<file path="src/rtl/core/slr_pkg.sv">
// ----------------------------------------------------------------------------
// slr_pkg
// Shared constants, destination codes and controller/datapath structs for the
// shuffled LCG random number core.
// ----------------------------------------------------------------------------
`default_nettype none

package slr_pkg;

	// Shuffle table depth.
	localparam int TABLE_SIZE = 97;

	// Field and datapath widths.
	localparam int SEED_W      = 31;
	localparam int VALUE_W     = 20;
	localparam int N_W         = 31;
	localparam int IN_TDATA_W  = 8;
	localparam int OUT_TDATA_W = 24;

	// Generator constants.
	localparam logic [VALUE_W-1:0] LCG_MOD = 20'd714025;
	localparam logic [10:0]        LCG_MUL = 11'd1366;
	localparam logic [N_W-1:0]     LCG_INC = 31'd150889;

	// Reciprocal of the modulus, exact floor division for any N_W-bit dividend.
	localparam int RECIP_SHIFT = 51;
	localparam int RECIP_W     = 32;
	localparam logic [RECIP_W-1:0] RECIP =
		RECIP_W'(((64'd1 << RECIP_SHIFT) + 64'(LCG_MOD) - 64'd1) / 64'(LCG_MOD));
	localparam int Q_W = N_W + RECIP_W - RECIP_SHIFT;

	// Where the result of a modular reduction is written back.
	typedef logic [2:0] dst_t;
	localparam dst_t DST_NONE  = 3'd0;
	localparam dst_t DST_START = 3'd1;
	localparam dst_t DST_FILL  = 3'd2;
	localparam dst_t DST_HELD  = 3'd3;
	localparam dst_t DST_NEXT  = 3'd4;
	localparam dst_t DST_SLOT  = 3'd5;

	typedef struct packed {
		logic issue;
		dst_t dst;
		logic fill_clr;
		logic read;
		logic commit;
		logic seed_we;
	} cmd_t;

	typedef struct packed {
		logic wb_valid;
		dst_t wb_dst;
		logic fill_last;
		logic out_free;
	} sts_t;

endpackage

`default_nettype wire

</file>
<file path="src/rtl/core/shuffled_lcg_random_core.sv">
// ----------------------------------------------------------------------------
// shuffled_lcg_random_core
// Random number generator: a linear congruential generator
// x' = (1366*x + 150889) mod 714025 feeding a shuffle table. Each word on the
// input stream with draw set returns one word carrying a numerator in
// [0, 714024]; a word with draw clear is accepted and returns nothing. After a
// draw the next word is not taken until the number has gone to the output
// register and the four-stage modulo unit has computed the next table slot
// from the returned number. The first draw after reset or a seed write first
// runs the set-up, with one pass through the modulo unit per table entry.
// The seed is written over the cfg channel while the core is idle.
// ----------------------------------------------------------------------------
`default_nettype none

module shuffled_lcg_random_core #(
	parameter int TABLE_SIZE = slr_pkg::TABLE_SIZE
) (
	input  wire logic                              clk,
	input  wire logic                              arst_n,
	input  wire logic                              s_axis_tvalid,
	output logic                                   s_axis_tready,
	input  wire logic [slr_pkg::IN_TDATA_W-1:0]    s_axis_tdata,  // [0] draw
	output logic                                   m_axis_tvalid,
	input  wire logic                              m_axis_tready,
	output logic [slr_pkg::OUT_TDATA_W-1:0]        m_axis_tdata,  // [19:0] value
	input  wire logic                              cfg_valid,
	output logic                                   cfg_ready,
	input  wire logic [slr_pkg::SEED_W-1:0]        cfg_data       // [30:0] seed
);

	slr_pkg::cmd_t                 cmd;
	slr_pkg::sts_t                 sts;
	logic [slr_pkg::VALUE_W-1:0]   value;

	slr_ctrl u_ctrl (
		.clk       (clk),
		.arst_n    (arst_n),
		.in_valid  (s_axis_tvalid),
		.in_ready  (s_axis_tready),
		.draw      (s_axis_tdata[0]),
		.cfg_valid (cfg_valid),
		.cfg_ready (cfg_ready),
		.cmd       (cmd),
		.sts       (sts)
	);

	slr_dp #(
		.TABLE_SIZE (TABLE_SIZE)
	) u_dp (
		.clk       (clk),
		.arst_n    (arst_n),
		.cmd       (cmd),
		.sts       (sts),
		.cfg_data  (cfg_data),
		.out_valid (m_axis_tvalid),
		.out_ready (m_axis_tready),
		.out_value (value)
	);

	assign m_axis_tdata = {{(slr_pkg::OUT_TDATA_W - slr_pkg::VALUE_W){1'b0}}, value};

endmodule

`default_nettype wire

</file>
<file path="src/rtl/core/slr_modred.sv">
// ----------------------------------------------------------------------------
// slr_modred
// Four-stage pipelined reduction modulo 714025: gives quotient and remainder
// of a 31-bit dividend by a reciprocal multiply and one back-multiply.
// ----------------------------------------------------------------------------
`default_nettype none

module slr_modred (
	input  wire logic                        clk,
	input  wire logic                        arst_n,
	input  wire logic                        in_valid,
	input  wire logic [slr_pkg::N_W-1:0]     in_n,
	input  wire slr_pkg::dst_t               in_dst,
	output logic                             out_valid,
	output logic [slr_pkg::Q_W-1:0]          out_q,
	output logic [slr_pkg::VALUE_W-1:0]      out_r,
	output slr_pkg::dst_t                    out_dst
);

	localparam int PROD_W = slr_pkg::N_W + slr_pkg::RECIP_W;
	localparam int QD_W   = slr_pkg::Q_W + slr_pkg::VALUE_W;

	logic                          vld_s1, vld_s2, vld_s3, vld_s4;
	slr_pkg::dst_t                 dst_s1, dst_s2, dst_s3, dst_s4;
	logic [slr_pkg::N_W-1:0]       n_s1, n_s2, n_s3;
	logic [PROD_W-1:0]             prod_s2;
	logic [slr_pkg::Q_W-1:0]       q_s3, q_s4;
	logic [QD_W-1:0]               qd_s3;
	logic [slr_pkg::VALUE_W-1:0]   r_s4;
	logic [slr_pkg::Q_W-1:0]       q_est;
	logic [slr_pkg::N_W-1:0]       diff;

	assign q_est = prod_s2[slr_pkg::RECIP_SHIFT +: slr_pkg::Q_W];
	assign diff  = n_s3 - qd_s3[slr_pkg::N_W-1:0];

	always_ff @(posedge clk or negedge arst_n) begin
		if (!arst_n) begin
			vld_s1 <= 1'b0;
			vld_s2 <= 1'b0;
			vld_s3 <= 1'b0;
			vld_s4 <= 1'b0;
		end else begin
			vld_s1 <= in_valid;
			vld_s2 <= vld_s1;
			vld_s3 <= vld_s2;
			vld_s4 <= vld_s3;
		end
	end

	always_ff @(posedge clk) begin
		n_s1    <= in_n;
		dst_s1  <= in_dst;
		prod_s2 <= PROD_W'(n_s1) * PROD_W'(slr_pkg::RECIP);
		n_s2    <= n_s1;
		dst_s2  <= dst_s1;
		// The reciprocal is exact over the whole dividend range, so the
		// remainder needs no correction step.
		q_s3    <= q_est;
		qd_s3   <= QD_W'(q_est) * QD_W'(slr_pkg::LCG_MOD);
		n_s3    <= n_s2;
		dst_s3  <= dst_s2;
		q_s4    <= q_s3;
		r_s4    <= diff[slr_pkg::VALUE_W-1:0];
		dst_s4  <= dst_s3;
	end

	assign out_valid = vld_s4;
	assign out_q     = q_s4;
	assign out_r     = r_s4;
	assign out_dst   = dst_s4;

endmodule

`default_nettype wire

</file>
<file path="src/rtl/core/slr_dp.sv">
// ----------------------------------------------------------------------------
// slr_dp
// Datapath: seed register, generator registers, operand forming, reduction
// unit, shuffle table memory and the output register.
// ----------------------------------------------------------------------------
`default_nettype none

module slr_dp #(
	parameter int TABLE_SIZE = slr_pkg::TABLE_SIZE
) (
	input  wire logic                          clk,
	input  wire logic                          arst_n,
	input  wire slr_pkg::cmd_t                 cmd,
	output slr_pkg::sts_t                      sts,
	input  wire logic [slr_pkg::SEED_W-1:0]    cfg_data,
	output logic                               out_valid,
	input  wire logic                          out_ready,
	output logic [slr_pkg::VALUE_W-1:0]        out_value
);

	localparam int IDX_W = $clog2(TABLE_SIZE);
	localparam int VW    = slr_pkg::VALUE_W;
	localparam int NW    = slr_pkg::N_W;
	localparam int QW    = slr_pkg::Q_W;

	logic [slr_pkg::SEED_W-1:0] seed_q;
	logic [VW-1:0]              gen_q;
	logic [VW-1:0]              nxt_q;
	logic [VW-1:0]              held_q;
	logic [VW-1:0]              rd_q;
	logic [IDX_W-1:0]           slot_q;
	logic [IDX_W-1:0]           fill_idx_q;
	logic                       out_valid_q;
	logic [VW-1:0]              out_value_q;

	logic [VW-1:0]              shuf_mem [TABLE_SIZE];

	logic [NW-1:0]              opnd;
	logic                       u_valid;
	logic [QW-1:0]              u_q;
	logic [VW-1:0]              u_r;
	slr_pkg::dst_t              u_dst;
	logic [QW-1:0]              q_clamped;

	logic                       mem_we;
	logic [IDX_W-1:0]           mem_wa;
	logic [VW-1:0]              mem_wd;

	always_comb begin
		case (cmd.dst)
			slr_pkg::DST_START: begin
				opnd = (seed_q > slr_pkg::LCG_INC) ? (seed_q - slr_pkg::LCG_INC)
				                                    : (slr_pkg::LCG_INC - seed_q);
			end
			slr_pkg::DST_FILL, slr_pkg::DST_HELD: begin
				opnd = NW'(slr_pkg::LCG_MUL) * NW'(gen_q) + slr_pkg::LCG_INC;
			end
			slr_pkg::DST_NEXT: begin
				opnd = NW'(slr_pkg::LCG_MUL) * NW'(nxt_q) + slr_pkg::LCG_INC;
			end
			slr_pkg::DST_SLOT: begin
				opnd = NW'(TABLE_SIZE) * NW'(held_q);
			end
			default: begin
				opnd = '0;
			end
		endcase
	end

	slr_modred u_modred (
		.clk       (clk),
		.arst_n    (arst_n),
		.in_valid  (cmd.issue),
		.in_n      (opnd),
		.in_dst    (cmd.dst),
		.out_valid (u_valid),
		.out_q     (u_q),
		.out_r     (u_r),
		.out_dst   (u_dst)
	);

	assign q_clamped = (u_q > QW'(TABLE_SIZE - 1)) ? QW'(TABLE_SIZE - 1) : u_q;

	// A draw writes the precomputed next generator value into the slot it reads.
	always_comb begin
		mem_we = 1'b0;
		mem_wa = slot_q;
		mem_wd = nxt_q;
		if (cmd.read) begin
			mem_we = 1'b1;
		end else if (u_valid && (u_dst == slr_pkg::DST_FILL)) begin
			mem_we = 1'b1;
			mem_wa = fill_idx_q;
			mem_wd = u_r;
		end
	end

	always_ff @(posedge clk) begin
		if (mem_we) begin
			shuf_mem[mem_wa] <= mem_wd;
		end
		if (cmd.read) begin
			rd_q <= shuf_mem[slot_q];
		end
	end

	always_ff @(posedge clk or negedge arst_n) begin
		if (!arst_n) begin
			seed_q      <= slr_pkg::SEED_W'(1);
			fill_idx_q  <= '0;
			out_valid_q <= 1'b0;
		end else begin
			if (cmd.seed_we) begin
				seed_q <= cfg_data;
			end
			if (cmd.fill_clr) begin
				fill_idx_q <= '0;
			end else if (u_valid && (u_dst == slr_pkg::DST_FILL)) begin
				fill_idx_q <= fill_idx_q + IDX_W'(1);
			end
			if (cmd.commit) begin
				out_valid_q <= 1'b1;
			end else if (out_ready) begin
				out_valid_q <= 1'b0;
			end
		end
	end

	always_ff @(posedge clk) begin
		if (u_valid) begin
			case (u_dst)
				slr_pkg::DST_START, slr_pkg::DST_FILL: begin
					gen_q <= u_r;
				end
				slr_pkg::DST_HELD: begin
					held_q <= u_r;
					nxt_q  <= u_r;
				end
				slr_pkg::DST_NEXT: begin
					nxt_q <= u_r;
				end
				slr_pkg::DST_SLOT: begin
					slot_q <= q_clamped[IDX_W-1:0];
				end
				default: begin
				end
			endcase
		end
		if (cmd.commit) begin
			out_value_q <= rd_q;
			held_q      <= rd_q;
		end
	end

	assign sts.wb_valid  = u_valid;
	assign sts.wb_dst    = u_dst;
	assign sts.fill_last = (fill_idx_q == IDX_W'(TABLE_SIZE - 1));
	assign sts.out_free  = !out_valid_q || out_ready;

	assign out_valid = out_valid_q;
	assign out_value = out_value_q;

endmodule

`default_nettype wire

</file>
<file path="src/rtl/core/slr_ctrl.sv">
// ----------------------------------------------------------------------------
// slr_ctrl
// Controller: input and configuration handshakes, set-up sequencing and the
// per-draw read, commit and slot recompute steps.
// ----------------------------------------------------------------------------
`default_nettype none

module slr_ctrl (
	input  wire logic           clk,
	input  wire logic           arst_n,
	input  wire logic           in_valid,
	output logic                in_ready,
	input  wire logic           draw,
	input  wire logic           cfg_valid,
	output logic                cfg_ready,
	output slr_pkg::cmd_t       cmd,
	input  wire slr_pkg::sts_t  sts
);

	localparam logic [3:0] S_IDLE   = 4'd0;
	localparam logic [3:0] S_START  = 4'd1;
	localparam logic [3:0] S_WSTART = 4'd2;
	localparam logic [3:0] S_FILL   = 4'd3;
	localparam logic [3:0] S_WFILL  = 4'd4;
	localparam logic [3:0] S_HOLD   = 4'd5;
	localparam logic [3:0] S_WHOLD  = 4'd6;
	localparam logic [3:0] S_PNEXT  = 4'd7;
	localparam logic [3:0] S_PSLOT  = 4'd8;
	localparam logic [3:0] S_WSLOT  = 4'd9;
	localparam logic [3:0] S_READ   = 4'd10;
	localparam logic [3:0] S_COMMIT = 4'd11;

	logic [3:0] state_q, state_d;
	logic       init_q, init_d;
	logic       pend_q, pend_d;
	logic       in_acc;
	logic       cfg_acc;

	// Configuration takes priority over a draw offered in the same cycle.
	assign cfg_ready = (state_q == S_IDLE);
	assign in_ready  = (state_q == S_IDLE) && !cfg_valid;
	assign in_acc    = in_valid && in_ready;
	assign cfg_acc   = cfg_valid && cfg_ready;

	always_comb begin
		state_d      = state_q;
		init_d       = init_q;
		pend_d       = pend_q;
		cmd          = '0;
		cmd.dst      = slr_pkg::DST_NONE;
		cmd.seed_we  = cfg_acc;
		if (cfg_acc) begin
			init_d = 1'b0;
		end
		case (state_q)
			S_IDLE: begin
				if (in_acc && draw) begin
					if (init_q) begin
						state_d = S_READ;
					end else begin
						state_d = S_START;
						pend_d  = 1'b1;
					end
				end
			end
			S_START: begin
				cmd.issue    = 1'b1;
				cmd.dst      = slr_pkg::DST_START;
				cmd.fill_clr = 1'b1;
				state_d      = S_WSTART;
			end
			S_WSTART: begin
				if (sts.wb_valid) begin
					state_d = S_FILL;
				end
			end
			S_FILL: begin
				cmd.issue = 1'b1;
				cmd.dst   = slr_pkg::DST_FILL;
				state_d   = S_WFILL;
			end
			S_WFILL: begin
				if (sts.wb_valid) begin
					state_d = sts.fill_last ? S_HOLD : S_FILL;
				end
			end
			S_HOLD: begin
				cmd.issue = 1'b1;
				cmd.dst   = slr_pkg::DST_HELD;
				state_d   = S_WHOLD;
			end
			S_WHOLD: begin
				if (sts.wb_valid) begin
					state_d = S_PNEXT;
				end
			end
			S_PNEXT: begin
				cmd.issue = 1'b1;
				cmd.dst   = slr_pkg::DST_NEXT;
				state_d   = S_PSLOT;
			end
			S_PSLOT: begin
				cmd.issue = 1'b1;
				cmd.dst   = slr_pkg::DST_SLOT;
				state_d   = S_WSLOT;
			end
			S_WSLOT: begin
				// The slot result is always the last one in flight.
				if (sts.wb_valid && (sts.wb_dst == slr_pkg::DST_SLOT)) begin
					init_d  = 1'b1;
					pend_d  = 1'b0;
					state_d = pend_q ? S_READ : S_IDLE;
				end
			end
			S_READ: begin
				cmd.read  = 1'b1;
				cmd.issue = 1'b1;
				cmd.dst   = slr_pkg::DST_NEXT;
				state_d   = S_COMMIT;
			end
			S_COMMIT: begin
				if (sts.out_free) begin
					cmd.commit = 1'b1;
					state_d    = S_PSLOT;
				end
			end
			default: begin
				state_d = S_IDLE;
			end
		endcase
	end

	always_ff @(posedge clk or negedge arst_n) begin
		if (!arst_n) begin
			state_q <= S_IDLE;
			init_q  <= 1'b0;
			pend_q  <= 1'b0;
		end else begin
			state_q <= state_d;
			init_q  <= init_d;
			pend_q  <= pend_d;
		end
	end

	a_idle_quiet: assert property (@(posedge clk) disable iff (!arst_n)
		(state_q == S_IDLE) |-> !sts.wb_valid)
		else $error("reduction result arrived while idle");

	a_fill_continue: assert property (@(posedge clk) disable iff (!arst_n)
		(state_q == S_WFILL && sts.wb_valid && !sts.fill_last) |=> (state_q == S_FILL))
		else $error("table fill stopped early");

	a_seed_reinit: assert property (@(posedge clk) disable iff (!arst_n)
		(cfg_valid && cfg_ready) |=> !init_q)
		else $error("seed write did not force set-up");

	a_read_init: assert property (@(posedge clk) disable iff (!arst_n)
		cmd.read |-> init_q)
		else $error("table read before set-up finished");

endmodule

`default_nettype wire

</file>
<file path="config.mk">
export PLATFORM = sky130hd
export DESIGN_NAME = shuffled_lcg_random_core
export DESIGN_NICKNAME = d
export VERILOG_FILES = /design/src/rtl/core/slr_pkg.sv /design/src/rtl/core/shuffled_lcg_random_core.sv /design/src/rtl/core/slr_modred.sv /design/src/rtl/core/slr_dp.sv /design/src/rtl/core/slr_ctrl.sv
export SDC_FILE = /design/constraint.sdc
export NUM_CORES = 2
export LEC_CHECK = 0
export BUFFER_PORTS_ARGS = -buffer_cell sky130_fd_sc_hd__buf_2
export CAP_MARGIN = 25
export CORE_ASPECT_RATIO = 1.2
export CORE_UTILIZATION = 60
export CTS_BUF_LIST = sky130_fd_sc_hd__clkbuf_8 sky130_fd_sc_hd__clkbuf_16
export DETAILED_ROUTE_END_ITERATION = 10
export PLACE_DENSITY = 0.76
export SLEW_MARGIN = 20
export SYNTH_ARGS = -nofsm -noshare
export SYNTH_HDL_FRONTEND = slang
export SYNTH_HIERARCHICAL = 1
export SYNTH_SLANG_ARGS = --single-unit
</file>
<file path="constraint.sdc">
create_clock -name clk -period 20.1 [get_ports clk]
set_input_delay 3.015 -clock clk [delete_from_list [all_inputs] [get_ports clk]]
set_output_delay 3.015 -clock clk [all_outputs]
set_load 0.03 [all_outputs]
</file>
==> flow_summary_export.csv <==
group,metric,value,unit
sta,drv_slew,0,
drt,drcViolationCount,0,
critical_path,cpMostUsedCell,"fa_1",
sta,tightest_slew,1.252,ns
floorplanning,rows,176,
drt,avgRoutedWirePerCell,30.16,um
clocking,cts_tree,"built",
floorplanning,coreArea,191800,um2
clocking,numCtsBuffers,205,
final_layout,syn_to_final_growth,9.997,%
final_layout,top_register,"u_dp/shuf_mem",
place,dpl_cell_area,120300,um2
clocking,insertion_delay,0.89,ns
final_layout,finalInstanceArea,127500,um2
critical_path,worstSetupStartpointType,"flop",
grt,antenna_found_initial,12,
place,place_ws,12.41,ns
worst_hold_path,holdCritStartpoint,"u_dp/u_modred/dst_s1[1]",
critical_path,crit_path_cell_trace,"ha_1 -> fa_1 -> fa_1 -> inv_1 -> fa_1 -> inv_1 -> fa_1 -> fa_1 -> fa_1 -> inv_1 -> fa_1 -> inv_1 -> ha_1 -> a21o_1 -> a21o_1 -> a21oi_1 -> nor2_1 -> a2111oi_0 -> o22ai_1 -> nor4_1 -> xnor2_1",
drt,antenna_left,0,
sta,hold_violations,0,
drt,via_per_inst,6.368,
clocking,clkTransAtPathRegs,0.07,ns
clocking,cts_sinks,2252,
clocking,root_buffer,"clkbuf_16",
floorplanning,dieArea,194900,um2
drt,drt_iter0_markers,7252,
yosys,async_reset_ff_share,2.176,%
floorplanning,die_w,403.2,um
place,gp_congestion,0.9532,
yosys,synthFlopType,"edfxtp_1",
clocking,htreeDepth,4,
critical_path,worstPathArrival,8.33,ns
clocking,clock_path_buffers,3,
clocking,cts_hold_buf,0,
grt,grt_pass1_vias,66630,
grt,grt_max_degree,133,
critical_path,rrSetupSlack,12.42,ns
critical_path,crit_type,"reg2reg",
yosys,syn_area,115900,um2
worst_hold_path,hold_class,"reg2reg",
sta,setup_viol,0,
yosys,synth_seq_cells,2252,
final_layout,finalNetCount,8578,
critical_path,reg2reg_from,"u_dp/u_modred/n_s1[12]",
critical_path,worst_path_largest_cell_delay,0.87,ns
clocking,post_cts_resized,0,
clocking,cts_setup_buffers,0,
drt,drt_first_pass_iters,6,
floorplanning,io_pins,71,
floorplanning,start_util,60.43,%
critical_path,end_kind,"flop",
sta,finalCritPeriodShare,38.19,%
sta,fmax,130.3,MHz
place,place.port_buffers,59,
drt,vias,63480,
yosys,synthCells,7012,
sta,slew_headroom,16.54,%
final_layout,drive_above_1_share,18.48,%
critical_path,cp_slowest_cell,"dfxtp_1",
status,status,"finished, final reports clean",
floorplanning,fp.dieH,483.5,um
sta,worst_slack,12.42,ns
sta,rsz0062_at_grt,"false",
grt,grt_pass1_wl,437900,um
critical_path,startpoint,"u_dp/u_modred/n_s1[12]",
place,hpwl,187300,um
flow_run,maxCapViolations,0,
grt,overflow,0,
critical_path,path_max_fanout,12,
grt,grt_usage,31.05,%
yosys,synth.avg_cell_area,16.53,um2
sta,fin_skew,0.09566,ns
drt,wirelength,300700,um
final_layout,reg_top3,"u_dp/shuf_mem: 1940 flops, u_dp/seed_q: 31 flops, u_dp/u_modred/n_s1: 31 flops",
final_layout,largest_register_ffs,1940,
sta,finalCriticalPeriod,7.676,ns
final_layout,fillCellCount,12450,
yosys,synth_edf_count,2047,
yosys,yosys_warnings,6,
sta,setup_tns,0,ns
yosys,yosysSeqAreaShare,56.79,%
yosys,ys_types,106,
critical_path,worstPathRequired,20.75,ns
[through the flow]
stage | util (%) | cells | hold slack [ns]
floorplan | - | 7015 | 0.3096
global placement | 62.65 | 9564 | 0.3100
detailed placement | 62.71 | 9572 | 0.3121
CTS | 66.27 | 9949 | 0.2983
global route | 66.46 | 9963 | 0.3137
finish | 66.47 | 9970 | 0.3105
[cell families after synthesis]
group,count (synthesis),share of synthesized area (%)
adders and majority gates,1323,18.42
DFF,2252,56.79
AOI/OAI and AO/OA,644,3.677
muxes,724,13.01
and+or+nand+nor,747,3.090
other,1,0.003236
xor gates and xnor gates,154,1.164
buffers and inverters,1167,3.848
[cells in the mapped netlist (all sizes together) (12+ instances only)]
cell type / n / share of area (%)
nand2: 229 / 0.74
a31oi: 25 / 0.14
o21a: 28 / 0.18
nor2: 214 / 0.69
edfxtp: 2047 / 53
dfxtp: 156 / 2.7
nand2b: 31 / 0.17
ha: 685 / 7.4
nor3: 47 / 0.21
mux2: 62 / 0.60
or2: 15 / 0.081
o31ai: 21 / 0.14
buf: 99 / 0.39
fa: 638 / 11
xnor2: 95 / 0.72
or3: 20 / 0.11
and2: 24 / 0.13
clkbuf: 122 / 0.40
o21ai: 157 / 0.68
xor2: 59 / 0.45
nand4: 17 / 0.092
dfrtp: 48 / 1.0
and3: 27 / 0.15
nand3: 46 / 0.20
o211ai: 15 / 0.10
o221ai: 17 / 0.13
a211oi: 24 / 0.18
inv: 945 / 3.1
nor2b: 26 / 0.14
nor4: 13 / 0.096
a21o: 63 / 0.41
o21bai: 19 / 0.12
mux2i: 42 / 0.36
a21oi: 160 / 0.70
mux4: 620 / 12
nand3b: 12 / 0.078
[per-layer routing]
metal  wire, um  track usage, %  up-vias
met5         98               0        -
met4      16510           15.46       10
li1           -               -    26500
met2     151600           51.96     3488
met1     108200           39.51    32780
met3      24310           5.111      713
[path summary, 6_finish.rpt]
kind | to | cells after the start
worst max-delay path | u_dp/u_modred/prod_s2[51] | 21
worst min-delay path | u_dp/u_modred/dst_s2[1] | 0
worst max register to register | u_dp/u_modred/prod_s2[51] | 21
worst min register to register | u_dp/u_modred/dst_s2[1] | 0
max in group asynchronous | u_dp/seed_q[19] | 2
min in group asynchronous | u_dp/seed_q[6] | 2
[placed cells by master, fill, tap and decap left out, types with 24 or more instances in the layout]
master | synthesis | final
mux2i_1 | 42 | 42
buf_4 | 9 | 126
nor3_1 | 46 | 46
clkbuf_16 | 0 | 208
mux4_2 | 620 | 620
a31oi_1 | 24 | 24
nand2_1 | 229 | 223
fa_1 | 638 | 638
ha_1 | 685 | 685
o21a_1 | 28 | 28
xor2_1 | 59 | 59
dfxtp_1 | 156 | 156
edfxtp_1 | 2047 | 2047
buf_2 | 16 | 59
nor2_2 | 0 | 67
nor2_4 | 0 | 27
o21ai_0 | 141 | 126
nor2b_1 | 25 | 24
nand3_1 | 46 | 46
nand2b_1 | 30 | 30
dfrtp_1 | 48 | 48
and3_1 | 25 | 25
a21oi_1 | 156 | 156
inv_1 | 944 | 981
xnor2_1 | 95 | 95
clkinv_1 | 1 | 38
a21o_1 | 62 | 62
mux2_2 | 62 | 62
nor2_1 | 214 | 120
clkinv_2 | 0 | 34
[worst max-delay path, delay by kind of cell (launching register included)]
kind | cells | cell delay (ns)
compound gates | 5 | 1.17
xor+xnor | 1 | 0.14
fa+ha+maj | 9 | 4.19
buf+inv | 4 | 0.24
flops | 1 | 0.87
simple gates | 2 | 0.81
[layout make-up]
type	instances	area, um2	share of cell area (%)
inverter	946	3551	2.785
tap	2581	3229	2.533
timing repair buffer	210	1770	1.389
multi-input combinational	3596	46270	36.30
antenna	8	20.02	0.01570
clock inverter	168	1603	1.257
clock buffer	209	5219	4.094
sequential	2252	65820	51.63
Power is left out: the tool's default activity adds up to more than one toggle a clock period on the data nets, which glitch-free logic cannot reach.
